<file path="src/hdl/pdfe_pkg.sv">
package pdfe_pkg;

   localparam int FRAME_BYTES_DEF = 17;
   localparam int BYTE_W          = 8;
   localparam int IDX_W           = 5;
   localparam int WORD_W          = 32;
   localparam int CHIP_W          = 16;
   localparam int CHIP_LEN_W      = 5;
   localparam int ACC_W           = 24;
   localparam int ACC_CNT_W       = 5;
   localparam int NIB_CNT_W       = 4;
   localparam int PREAMBLE_BYTES  = 3;
   localparam int QUEUE_DEPTH     = 2;

   localparam logic [BYTE_W-1:0]    SYNC_BYTE  = 8'h5D;
   localparam logic [CHIP_W-1:0]    TAIL_CHIPS = 16'h8000;
   localparam logic [NIB_CNT_W-1:0] NIB_TAIL   = 4'd8;
   localparam logic [NIB_CNT_W-1:0] NIB_DONE   = 4'd9;

   typedef struct packed {
      logic [CHIP_W-1:0]     chips;
      logic [CHIP_LEN_W-1:0] len;
   } chips_type;

   typedef struct packed {
      logic              valid;
      logic [WORD_W-1:0] word;
   } word_req_type;

   // expand four bits, MSB first: one -> 1000, zero -> 10; chips left aligned
   function automatic chips_type nibble_chips(input logic [3:0] nib);
      chips_type             r;
      logic [CHIP_LEN_W-1:0] pos;
      r.chips = '0;
      pos     = '0;
      for (int i = 3; i >= 0; i--) begin
         r.chips = r.chips | (TAIL_CHIPS >> pos);
         if (nib[i]) begin
            pos = pos + CHIP_LEN_W'(4);
         end else begin
            pos = pos + CHIP_LEN_W'(2);
         end
      end
      r.len = pos;
      return r;
   endfunction

   function automatic logic [BYTE_W-1:0] preamble_byte(input logic [1:0] idx);
      logic [BYTE_W-1:0] b;
      unique case (idx)
         2'd0:    b = 8'hFF;
         2'd1:    b = 8'hFF;
         default: b = 8'h00;
      endcase
      return b;
   endfunction

endpackage

</file>
<file path="src/hdl/pdfe_front.sv">
module pdfe_front (
   input  logic                          clock,
   input  logic                          reset,
   input  logic                          req_tvalid,
   output logic                          req_tready,
   input  logic [15:0]                   req_tdata,   // pin [7:0], command [15:8]
   output pdfe_pkg::word_req_type        q_out,
   input  logic                          q_ready
);

   localparam int PTR_W = (pdfe_pkg::QUEUE_DEPTH > 1) ? $clog2(pdfe_pkg::QUEUE_DEPTH) : 1;
   localparam int CNT_W = $clog2(pdfe_pkg::QUEUE_DEPTH + 1);

   logic [pdfe_pkg::WORD_W-1:0] mem_ff [pdfe_pkg::QUEUE_DEPTH];
   logic [PTR_W-1:0]            wr_ptr_ff, wr_ptr_in;
   logic [PTR_W-1:0]            rd_ptr_ff, rd_ptr_in;
   logic [CNT_W-1:0]            count_ff, count_in;
   logic [7:0]                  pin_rev;
   logic [7:0]                  command;
   logic [pdfe_pkg::WORD_W-1:0] word;
   logic                        push;
   logic                        pop;

   always_comb begin
      command = req_tdata[15:8];
      for (int i = 0; i < 8; i++) begin
         pin_rev[i] = req_tdata[7-i];
      end
      word = {pdfe_pkg::SYNC_BYTE, pin_rev, command, ~command};
   end

   assign req_tready  = (count_ff != CNT_W'(pdfe_pkg::QUEUE_DEPTH));
   assign push        = req_tvalid && req_tready;
   assign q_out.valid = (count_ff != '0);
   assign q_out.word  = mem_ff[rd_ptr_ff];
   assign pop         = q_out.valid && q_ready;

   always_comb begin
      wr_ptr_in = wr_ptr_ff;
      rd_ptr_in = rd_ptr_ff;
      count_in  = count_ff;
      if (push) begin
         wr_ptr_in = (wr_ptr_ff == PTR_W'(pdfe_pkg::QUEUE_DEPTH - 1)) ? '0 : wr_ptr_ff + 1'b1;
      end
      if (pop) begin
         rd_ptr_in = (rd_ptr_ff == PTR_W'(pdfe_pkg::QUEUE_DEPTH - 1)) ? '0 : rd_ptr_ff + 1'b1;
      end
      if (push && !pop) begin
         count_in = count_ff + 1'b1;
      end else if (pop && !push) begin
         count_in = count_ff - 1'b1;
      end
   end

   always_ff @(posedge clock) begin
      if (reset) begin
         wr_ptr_ff <= '0;
         rd_ptr_ff <= '0;
         count_ff  <= '0;
      end else begin
         wr_ptr_ff <= wr_ptr_in;
         rd_ptr_ff <= rd_ptr_in;
         count_ff  <= count_in;
      end
   end

   always_ff @(posedge clock) begin
      if (push) begin
         mem_ff[wr_ptr_ff] <= word;
      end
   end

endmodule

</file>
<file path="src/hdl/pdfe_back.sv">
module pdfe_back #(
   parameter int FRAME_BYTES = pdfe_pkg::FRAME_BYTES_DEF
) (
   input  logic                          clock,
   input  logic                          reset,
   input  pdfe_pkg::word_req_type        q_in,
   output logic                          q_ready,
   output logic                          rsp_tvalid,
   input  logic                          rsp_tready,
   output logic [15:0]                   rsp_tdata,   // frame_byte [7:0], byte_index [12:8]
   output logic                          rsp_tlast
);

   localparam logic [pdfe_pkg::IDX_W-1:0] LAST_IDX = pdfe_pkg::IDX_W'(FRAME_BYTES - 1);

   logic                                active_ff, active_in;
   logic [pdfe_pkg::IDX_W-1:0]          idx_ff, idx_in;
   logic [pdfe_pkg::WORD_W-1:0]         word_ff, word_in;
   logic [pdfe_pkg::NIB_CNT_W-1:0]      nib_ff, nib_in;
   logic [pdfe_pkg::ACC_W-1:0]          acc_ff, acc_in;
   logic [pdfe_pkg::ACC_CNT_W-1:0]      cnt_ff, cnt_in;
   logic                                out_valid_ff, out_valid_in;
   logic [pdfe_pkg::BYTE_W-1:0]         out_byte_ff;
   logic [pdfe_pkg::IDX_W-1:0]          out_idx_ff;
   logic                                out_last_ff;

   logic                                step;
   logic                                is_last;
   logic                                load;
   logic                                need_fill;
   pdfe_pkg::chips_type                 src;
   logic [pdfe_pkg::ACC_W-1:0]          merged;
   logic [pdfe_pkg::ACC_CNT_W-1:0]      merged_cnt;
   logic [pdfe_pkg::BYTE_W-1:0]         byte_out;

   assign step      = active_ff && (!out_valid_ff || rsp_tready);
   assign is_last   = (idx_ff == LAST_IDX);
   assign load      = q_in.valid && (!active_ff || (step && is_last));
   assign q_ready   = load;
   assign need_fill = (cnt_ff < pdfe_pkg::ACC_CNT_W'(8));

   always_comb begin
      if (nib_ff < pdfe_pkg::NIB_TAIL) begin
         src = pdfe_pkg::nibble_chips(word_ff[pdfe_pkg::WORD_W-1 -: 4]);
      end else if (nib_ff == pdfe_pkg::NIB_TAIL) begin
         src = '{chips: pdfe_pkg::TAIL_CHIPS, len: pdfe_pkg::CHIP_LEN_W'(pdfe_pkg::CHIP_W)};
      end else begin
         src = '{chips: '0, len: pdfe_pkg::CHIP_LEN_W'(pdfe_pkg::CHIP_W)};
      end
      if (need_fill) begin
         merged     = acc_ff | ({src.chips, 8'h00} >> cnt_ff);
         merged_cnt = cnt_ff + pdfe_pkg::ACC_CNT_W'(src.len);
      end else begin
         merged     = acc_ff;
         merged_cnt = cnt_ff;
      end
   end

   always_comb begin
      active_in = active_ff;
      idx_in    = idx_ff;
      word_in   = word_ff;
      nib_in    = nib_ff;
      acc_in    = acc_ff;
      cnt_in    = cnt_ff;
      byte_out  = merged[pdfe_pkg::ACC_W-1 -: pdfe_pkg::BYTE_W];
      if (idx_ff < pdfe_pkg::IDX_W'(pdfe_pkg::PREAMBLE_BYTES)) begin
         byte_out = pdfe_pkg::preamble_byte(idx_ff[1:0]);
      end
      if (step) begin
         idx_in = idx_ff + 1'b1;
         if (idx_ff >= pdfe_pkg::IDX_W'(pdfe_pkg::PREAMBLE_BYTES)) begin
            acc_in = {merged[pdfe_pkg::ACC_W-pdfe_pkg::BYTE_W-1:0], 8'h00};
            cnt_in = merged_cnt - pdfe_pkg::ACC_CNT_W'(8);
            if (need_fill) begin
               if (nib_ff < pdfe_pkg::NIB_TAIL) begin
                  word_in = {word_ff[pdfe_pkg::WORD_W-5:0], 4'h0};
               end
               if (nib_ff != pdfe_pkg::NIB_DONE) begin
                  nib_in = nib_ff + 1'b1;
               end
            end
         end
         if (is_last) begin
            active_in = 1'b0;
         end
      end
      if (load) begin
         active_in = 1'b1;
         idx_in    = '0;
         word_in   = q_in.word;
         nib_in    = '0;
         acc_in    = '0;
         cnt_in    = '0;
      end
   end

   always_comb begin
      out_valid_in = out_valid_ff;
      if (step) begin
         out_valid_in = 1'b1;
      end else if (rsp_tready) begin
         out_valid_in = 1'b0;
      end
   end

   always_ff @(posedge clock) begin
      if (reset) begin
         active_ff    <= 1'b0;
         idx_ff       <= '0;
         nib_ff       <= '0;
         cnt_ff       <= '0;
         out_valid_ff <= 1'b0;
      end else begin
         active_ff    <= active_in;
         idx_ff       <= idx_in;
         nib_ff       <= nib_in;
         cnt_ff       <= cnt_in;
         out_valid_ff <= out_valid_in;
      end
   end

   always_ff @(posedge clock) begin
      word_ff <= word_in;
      acc_ff  <= acc_in;
      if (step) begin
         out_byte_ff <= byte_out;
         out_idx_ff  <= idx_ff;
         out_last_ff <= is_last;
      end
   end

   assign rsp_tvalid = out_valid_ff;
   assign rsp_tdata  = {3'b000, out_idx_ff, out_byte_ff};
   assign rsp_tlast  = out_last_ff;

endmodule

</file>
<file path="src/hdl/pulse_distance_frame_encoder.sv">
// channel | direction | tdata (low bit up)                  | tuser | tlast
// req_    | in        | pin [7:0], command [15:8]           | -     | -
// rsp_    | out       | frame_byte [7:0], byte_index [12:8] | -     | last byte of frame
//
// FRAME_BYTES bytes per request, one byte a cycle from the output register while rsp_tready is high.
// The first byte passes the queue, the sequencer load and the output
// register; a queued request follows the last byte of the previous frame with no gap.
// Synchronous reset clears queue, sequencer and output valid.
// A two-entry queue lets requests be taken while the response side stalls.
module pulse_distance_frame_encoder #(
   parameter int FRAME_BYTES = pdfe_pkg::FRAME_BYTES_DEF
) (
   input  logic        clock,
   input  logic        reset,
   input  logic        req_tvalid,
   output logic        req_tready,
   input  logic [15:0] req_tdata,    // pin [7:0], command [15:8]
   output logic        rsp_tvalid,
   input  logic        rsp_tready,
   output logic [15:0] rsp_tdata,    // frame_byte [7:0], byte_index [12:8], zero [15:13]
   output logic        rsp_tlast
);

   pdfe_pkg::word_req_type q;
   logic                   q_ready;

   pdfe_front u_front (
      .clock      (clock),
      .reset      (reset),
      .req_tvalid (req_tvalid),
      .req_tready (req_tready),
      .req_tdata  (req_tdata),
      .q_out      (q),
      .q_ready    (q_ready)
   );

   pdfe_back #(
      .FRAME_BYTES (FRAME_BYTES)
   ) u_back (
      .clock      (clock),
      .reset      (reset),
      .q_in       (q),
      .q_ready    (q_ready),
      .rsp_tvalid (rsp_tvalid),
      .rsp_tready (rsp_tready),
      .rsp_tdata  (rsp_tdata),
      .rsp_tlast  (rsp_tlast)
   );

endmodule

</file>
<file path="config.mk">
export PLATFORM = sky130hd
export DESIGN_NAME = pulse_distance_frame_encoder
export DESIGN_NICKNAME = d
export VERILOG_FILES = /design/src/hdl/pdfe_pkg.sv /design/src/hdl/pdfe_front.sv /design/src/hdl/pdfe_back.sv /design/src/hdl/pulse_distance_frame_encoder.sv
export SDC_FILE = /design/constraint.sdc
export NUM_CORES = 1
export LEC_CHECK = 0
export BUFFER_PORTS_ARGS = -buffer_cell sky130_fd_sc_hd__buf_2
export CAP_MARGIN = 20
export CORE_UTILIZATION = 65
export CTS_BUF_LIST = sky130_fd_sc_hd__clkbuf_2
export DETAILED_ROUTE_END_ITERATION = 7
export HOLD_SLACK_MARGIN = 0.12
export MAX_ROUTING_LAYER = met4
export PLACE_DENSITY_LB_ADDON = 0.08
export SETUP_SLACK_MARGIN = 0.5
export SYNTH_ARGS = -nofsm -noshare
export SYNTH_HDL_FRONTEND = slang
export SYNTH_SLANG_ARGS = --single-unit
</file>
<file path="constraint.sdc">
create_clock -name clock -period 9.8 [get_ports clock]
set_input_delay 0.49 -clock clock [delete_from_list [all_inputs] [get_ports clock]]
set_output_delay 0.49 -clock clock [all_outputs]
set_load 0.02 [all_outputs]
</file>
# Word-level counts from Yosys, hierarchy flattened
# Memories as Yosys holds them, arrays and structs flattened. A register that Yosys moved wholly into a read port is not among the register bits.
# Index checks and enable logic that the tools add are counted.
[word_totals] ram_bits=48 out_inout_bits=19 mem_count=1 regBits=82 word_cells=104
[memory_table] memory="u_front.mem_ff" words=2 width=24 read_ports=1 rd_clocked_by_memory_dff=1 write_ports=1 line_no="pdfe_front.sv:14" source="logic [pdfe_pkg::WORD_W-1:0] mem_ff [pdfe_pkg::QUEUE_DEPTH];"
[op_classes] muxes=31 add_sub_neg=14 n_bitwise=4 eq_ne=5 shift=4 n_lt_le_gt_ge=4 reduce_logical=28
[op_table] operator="32-bit 2-to-1 mux" count=5
[op_table] operator="21-bit 2-to-1 mux" count=2
[op_table] operator="5-bit 2-to-1 mux" count=7
[op_table] operator="16-bit bitwise OR" count=2
[op_table] operator="16-bit by 5-bit >> shifter with 16-bit output, first input constant" count=2
[op_table] operator="24-bit 2-to-1 mux" count=1
[op_table] operator="24-bit bitwise OR" count=1
[op_table] operator="24-bit by 5-bit >> shifter with 24-bit output" count=1
[op_table] operator="8-bit 2-to-1 mux" count=2
[op_table] operator="2-bit nonzero test" count=8
[op_table] operator="16-bit by 5-bit >> shifter with 15-bit output, first input constant" count=1
[op_table] operator="5-bit by 2-bit adder with 5-bit output, second input constant" count=3
[op_table] operator="5-bit by 3-bit adder with 5-bit output, second input constant" count=3
[op_table] operator="1-bit 2-to-1 mux" count=11
[op_table] operator="8-bit inverter" count=1
[op_table] operator="4-bit AND reduction" count=2
[op_table] operator="1-bit logical AND" count=7
[op_table] operator="5-bit by 1-bit adder with 5-bit output, second input constant" count=1
[op_table] operator="5-bit adder" count=1
[op_table] operator="5-bit equality test, second input constant" count=1
[op_table] operator="5-bit by 2-bit >= comparator with 1-bit output, second input constant" count=1
[op_table] operator="5-bit by 2-bit < comparator with 1-bit output, second input constant" count=1
[op_table] operator="5-bit by 4-bit < comparator with 1-bit output, second input constant" count=1
[op_table] operator="5-bit by 4-bit subtractor with 5-bit output, second input constant" count=1
[op_table] operator="other kinds (16)" count=24

# Logic depth before layout (Yosys ltp)
[depth] word_depth=15 mapped_depth=15 mapped_depth_nobuf=14

# Modules after synthesis
# A second synthesis with hierarchy kept.
[hier_totals] hier_cells=476 hier_area_um2=5535.3
[by_module_without_submodules] mod="pdfe_back" instances=1 cells_each=359 area_per_inst_um2=3483.3
[by_module_without_submodules] mod="pdfe_front" instances=1 cells_each=117 area_per_inst_um2=2052.0

# Worst setup path before layout
# OpenSTA, ideal clock, no wires.
[synth_path] path_type="reg2reg" startpoint="register u_back.idx_ff[0] in the netlist's numbering" endpoint="register u_back.word_ff[0] in the netlist's numbering (enable)" setup_slack_ps=4964 required_ps=9289 path_stages_with_launch=5 setup_ps=511 period_less_slack_ps=4836 path_buffers=1 arrival_time_ps=4325 cell_sequence="dfxtp_1 > ha_1 > o211ai_4 > buf_6 > o41ai_1"
[synth_via] elab_chain_len=6
[synth_rtl] element="start, declared" line_no="pdfe_back.sv:17" source="logic [pdfe_pkg::IDX_W-1:0] idx_ff, idx_in;"
[synth_rtl] element="start signal, assigned" line_no="pdfe_back.sv:116" source="idx_ff <= idx_in;"
[synth_rtl] element="branches (longest 5 deep; another with 5-bit by 2-bit >= comparator with 1-bit output)"
[synth_rtl] element="4-bit AND reduction (no line) (*)"
[synth_rtl] element="end signal, assigned" line_no="pdfe_back.sv:124" source="word_ff <= word_in;"
[synth_rtl] element="end, declared" line_no="pdfe_back.sv:18" source="logic [pdfe_pkg::WORD_W-1:0] word_ff, word_in;"
# Every way passes the cells marked *.
# A chain may end at the register's enable or synchronous reset.

# Final worst setup path
[layout_path] startpoint="register u_back.word_ff[29] in the netlist's numbering" endpoint="register u_back.cnt_ff[4] in the netlist's numbering"
[layout_via] elab_chain_len=8
[layout_rtl] element="5-bit 2-to-1 mux (*)" line_no="pdfe_pkg.sv:38" source="if (nib[i]) begin"
[layout_rtl] element="5-bit 2-to-1 mux (*)" line_no="pdfe_back.sv:43" source="if (nib_ff < pdfe_pkg::NIB_TAIL) begin"
[layout_rtl] element="5-bit by 2-bit adder with 5-bit output / 5-bit by 3-bit adder with 5-bit output (equally long branches)" line_no="pdfe_pkg.sv:41, pdfe_pkg.sv:39"
[layout_rtl] element="5-bit 2-to-1 mux (*)" line_no="pdfe_pkg.sv:38"
[layout_rtl] element="21-bit 2-to-1 mux (*)" line_no="pdfe_back.sv:43"
[layout_rtl] element="5-bit adder (*)" line_no="pdfe_back.sv:52" source="merged_cnt = cnt_ff + pdfe_pkg::ACC_CNT_W'(src.len);"
[layout_rtl] element="5-bit 2-to-1 mux (*)" line_no="pdfe_back.sv:50" source="if (need_fill) begin"
[layout_rtl] element="5-bit by 4-bit subtractor with 5-bit output (*)" line_no="pdfe_back.sv:74" source="cnt_in = merged_cnt - pdfe_pkg::ACC_CNT_W'(8);"
[layout_rtl] element="end signal, assigned" line_no="pdfe_back.sv:118" source="cnt_ff <= cnt_in;"
[layout_rtl] element="end, declared" line_no="pdfe_back.sv:21" source="logic [pdfe_pkg::ACC_CNT_W-1:0] cnt_ff, cnt_in;"
# Every way passes the cells marked *; elsewhere a longest branch is shown, timed or not. The select of a mux whose other input is x is not followed.

==> impl_summary.log <==
INFO  metric outcome = finished, violations left
INFO  metric violated_checks = design-rule violations
INFO  metric initial_utilization = 0.686
INFO  metric max-cap-violations = 0
INFO  metric placement_rows = 32
INFO  metric grt_antenna_before_repair = 0
INFO  metric global_routing_usage_summed_across_all_routing_layers = 0.252
INFO  metric top_reg_cell_synth = sky130_fd_sc_hd__edfxtp_1
INFO  metric report.final.hold_viol_count = 0
INFO  metric first_pass_grt_wire_length = roughly 16 mm
INFO  metric timing.hold.worst.class = input port to register
INFO  metric drtAntennaViolNets = 0
INFO  metric routed-via-count = roughly 3,500
INFO  metric clkTransAtPathRegs = 0.18 ns
INFO  metric final_layout_size_suffix_gt1_frac = 0.167
INFO  metric design.die.area = 0.00874 sq mm
INFO  metric final_routed_wire_length_divided_by_cell_count = between 15 and 20 um
INFO  metric grt_setup_unrepaired = false
INFO  metric worst_setup_path_end_kind = register
INFO  metric timing.fmax = 291 MHz
INFO  metric cts_setup_buffers = 0
INFO  metric cp.buffers_inverters = 1
INFO  metric syn_inst = 449
INFO  metric clock_sinks = 119
INFO  metric layout_min_cycle_time = about 3.4 ns
INFO  metric setup-tns-final = 0 ns
INFO  metric filler_instances = about 500
INFO  metric avgViaCountPerCell = around 5.7
INFO  metric finalNonFillerCells = 612
INFO  metric ir_drop = between 0.00015 and 0.0002 V
INFO  metric master_of_the_slowest_instance_on_the_critical_path = sky130_fd_sc_hd__fa_1
INFO  metric slew-limit-headroom = 0.332
INFO  metric synth_seq_area_share = 0.605
INFO  metric numPlacedInstances = 563
INFO  metric worstSkewPairLatency = between 0.6 and 0.7 ns
INFO  metric resized_after_cts = 0
INFO  metric vias_in_the_first_global_route = between 3,000 and 4,000
INFO  metric setup.worst_path.class = register to register
INFO  metric ys_seq_elements = roughly 120
INFO  metric post-route-cell-area = roughly 0.0061 sq mm
INFO  metric synth_enable_flop_cells = 91
INFO  metric cts_tree = built
INFO  metric die_height = approximately 93 um
INFO  metric critPathLaunchType = register
INFO  metric worst-path-max-fanout = 13
INFO  metric worst_pin_slew = 0.976 ns
INFO  metric finalCoreUtilization = 0.767
INFO  metric buffer_ports.inserted = 35
INFO  metric yosys.area.top_type = sky130_fd_sc_hd__edfxtp_1
INFO  metric post-synth-top-area-fraction = 0.502
INFO  metric drt_iter0_drc = between 200 and 250
INFO  metric worst-endpoint-required = roughly 10 ns
INFO  metric core-area = just under 0.008 sq mm
INFO  metric finalPower = between 1.5 and 2 mW
INFO  metric max_root_sink_buffers = 2
INFO  metric finalSetupViolCount = 0
INFO  metric crit_path_max_incr_delay = between 0.8 and 0.9 ns
INFO  metric cts_made_buffers = 17
INFO  metric crit_chain = inv_1, fa_1, a21boi_0, ha_1, nor2_1, a21oi_1, nor2_1, ha_1, mux2i_1, xor2_1, xnor2_1, o31ai_1
INFO  metric cts-root-buf = sky130_fd_sc_hd__clkbuf_2
INFO  metric detail_route.first_pass.iterations = 7
INFO  metric synth.top_cells.by_area = sky130_fd_sc_hd__edfxtp_1 (50%), sky130_fd_sc_hd__dfxtp_1 (10%), sky130_fd_sc_hd__mux2i_1 (5.2%), sky130_fd_sc_hd__ha_1 (4.1%), sky130_fd_sc_hd__nor2_1 (2.6%)
INFO  metric worstPathArrival = 3.98 ns
INFO  metric die_width = 93.5 um
INFO  metric number_of_max_slew_violations_in_the_final_report = 0
INFO  metric most_common_cell_in_the_netlist = sky130_fd_sc_hd__edfxtp_1
INFO  metric grt_overflow_total = 0
INFO  metric total_of_warnings_raised_by_yosys = 0
INFO  metric cpLargestDelayFamily = adder cells
INFO  metric gpl.final_weighted_congestion = ~0.9
INFO  metric fin_crit_sh = 0.351
INFO  metric netlist_top_cells_count = sky130_fd_sc_hd__edfxtp_1 (91), sky130_fd_sc_hd__nor2_1 (37), sky130_fd_sc_hd__nand2_1 (36)
INFO  metric fraction_of_registers_with_async_set_or_reset_after_synthesis = 0
INFO  metric insertedDiodeCount = 0
INFO  metric synth.distinct_cells = slightly below 60
INFO  metric syn_area = around 0.0054 sq mm
INFO  metric cts_hold_repair.buffers = 17
INFO  metric grt_start_max_net_pins = 56
INFO  metric area.growth.synth_to_final = 11.8%
INFO  metric post_synth.cell_area_avg = 12.1 sq um
INFO  metric drt_drc_violations_left = 1
INFO  metric worst_setup_skew_after_layout = around 0.044 ns
INFO  metric h_tree_depth = 4
INFO  metric power_density_over_cell_area = between 200 and 300 mW/mm^2
INFO  metric top_level_ports = 39
INFO  metric totalWireLength = 9.70 mm
INFO  metric dpl-instance-area = about 0.0057 sq mm
INFO  metric cellLeakagePower = between 2 and 2.5 nW
INFO  metric final_nets = roughly 540
INFO  metric dp.final_hpwl = about 5.9 mm
layout by cell type (no fill, tap or decap), types with 8 or more instances in the layout:
| master | n |
|---|---|
| sky130_fd_sc_hd__edfxtp_1 | 91 |
| sky130_fd_sc_hd__nand2_1 | 36 |
| sky130_fd_sc_hd__nor2_1 | 36 |
| sky130_fd_sc_hd__buf_2 | 35 |
| sky130_fd_sc_hd__mux2i_1 | 28 |
| sky130_fd_sc_hd__dfxtp_1 | 28 |
| sky130_fd_sc_hd__o21ai_1 | 24 |
| sky130_fd_sc_hd__inv_1 | 23 |
| sky130_fd_sc_hd__ha_1 | 18 |
| sky130_fd_sc_hd__clkbuf_2 | 18 |
| sky130_fd_sc_hd__dlygate4sd3_1 | 17 |
| sky130_fd_sc_hd__a21oi_1 | 16 |
| sky130_fd_sc_hd__xor2_1 | 12 |
| sky130_fd_sc_hd__nand2b_1 | 10 |
| sky130_fd_sc_hd__o21ai_0 | 8 |
layer usage:
layer | vias to the layer above | routed length [um] | global-route usage
met5 | - | 0 | -
met4 | 0 | 97 | 0.0679
met3 | 8 | 366 | 0.0675
met2 | 90 | 5250 | 0.457
met1 | 1659 | 3990 | 0.271
li1 | 1704 | - | -
kinds of logic (layout without fill, tap and decap cells):
logic type	Yosys count	after routing	share of synthesized area
AND/OR/NAND/NOR	126	126	0.114
multiplexers	29	29	0.0543
AO/OA/AOI/OAI	84	84	0.106
flip-flops	119	119	0.605
buffers and inverters	54	113	0.0455
adder cells (fa/ha/maj)	20	20	0.0488
XOR/XNOR	16	16	0.0258
other	1	3	0.000689
state kept, by name, summed over array words and instances (netlist names), 2 cells and up, named ones only:
| name | count |
|---|---|
| u_front.mem_ff | 48 |
| u_front.count_ff | 2 |
| u_back.word_ff | 32 |
| u_back.nib_ff | 4 |
| u_back.out_idx_ff | 5 |
| u_back.idx_ff | 5 |
| u_back.acc_ff | 8 |
| u_back.out_byte_ff | 5 |
| u_back.cnt_ff | 4 |
worst paths after layout:
path	startpoint	to	slack, ns	depth (start not counted)
min reg2reg	u_back.acc_ff[23]$_SDFFE_PN0P_	u_back.acc_ff[23]$_SDFFE_PN0P_	0.48	2
max reg2reg	u_back.word_ff[29]$_SDFFCE_PN0P_	u_back.cnt_ff[4]$_SDFFE_PP0P_	6.36	12
min	rsp_tready	u_back.rsp_tvalid$_SDFFE_PP0P_	0.20	4
max	u_back.word_ff[29]$_SDFFCE_PN0P_	u_back.cnt_ff[4]$_SDFFE_PP0P_	6.36	12
power by group:
| group | total [mW] | switching, mW | internal [mW] |
|---|---|---|---|
| Clock | 0.329 | 0.203 | 0.126 |
| Sequential | 0.770 | 0.0514 | 0.719 |
| Combinational | 0.616 | 0.387 | 0.228 |
| Total | 1.71 | 0.642 | 1.07 |
layout make-up:
class,count,area [sq um],share of cell area
clock buffers,18,90.1,0.0148
clock inverters,14,164,0.0270
inverters,25,93.8,0.0154
multi-input cells,278,1920,0.315
flip-flops and latches,119,3290,0.542
well taps,102,128,0.0210
repair buffers,56,395,0.0650
metrics by stage:
| step | hold slack (ns) | setup slack [ns] |
|---|---|---|
| 6_report | 0.196 | 6.36 |
| 2_1_floorplan | 0.403 | 4.96 |
| 3_3_place_gp | 0.440 | 6.62 |
| 3_5_place_dp | 0.453 | 6.39 |
| 4_1_cts | 0.130 | 6.37 |
| 5_1_grt | 0.159 | 6.06 |
worst reg2reg max path: stages, from the launching register on:
cell                       delay, ns
sky130_fd_sc_hd__edfxtp_1       0.61
sky130_fd_sc_hd__inv_1          0.16
sky130_fd_sc_hd__fa_1           0.83
sky130_fd_sc_hd__a21boi_0       0.25
sky130_fd_sc_hd__ha_1           0.26
sky130_fd_sc_hd__nor2_1         0.10
sky130_fd_sc_hd__a21oi_1        0.05
sky130_fd_sc_hd__nor2_1         0.09
sky130_fd_sc_hd__ha_1           0.28
sky130_fd_sc_hd__mux2i_1        0.22
sky130_fd_sc_hd__xor2_1         0.22
sky130_fd_sc_hd__xnor2_1        0.10
sky130_fd_sc_hd__o31ai_1        0.22
Note: power is estimated with default switching activity, not from simulation.
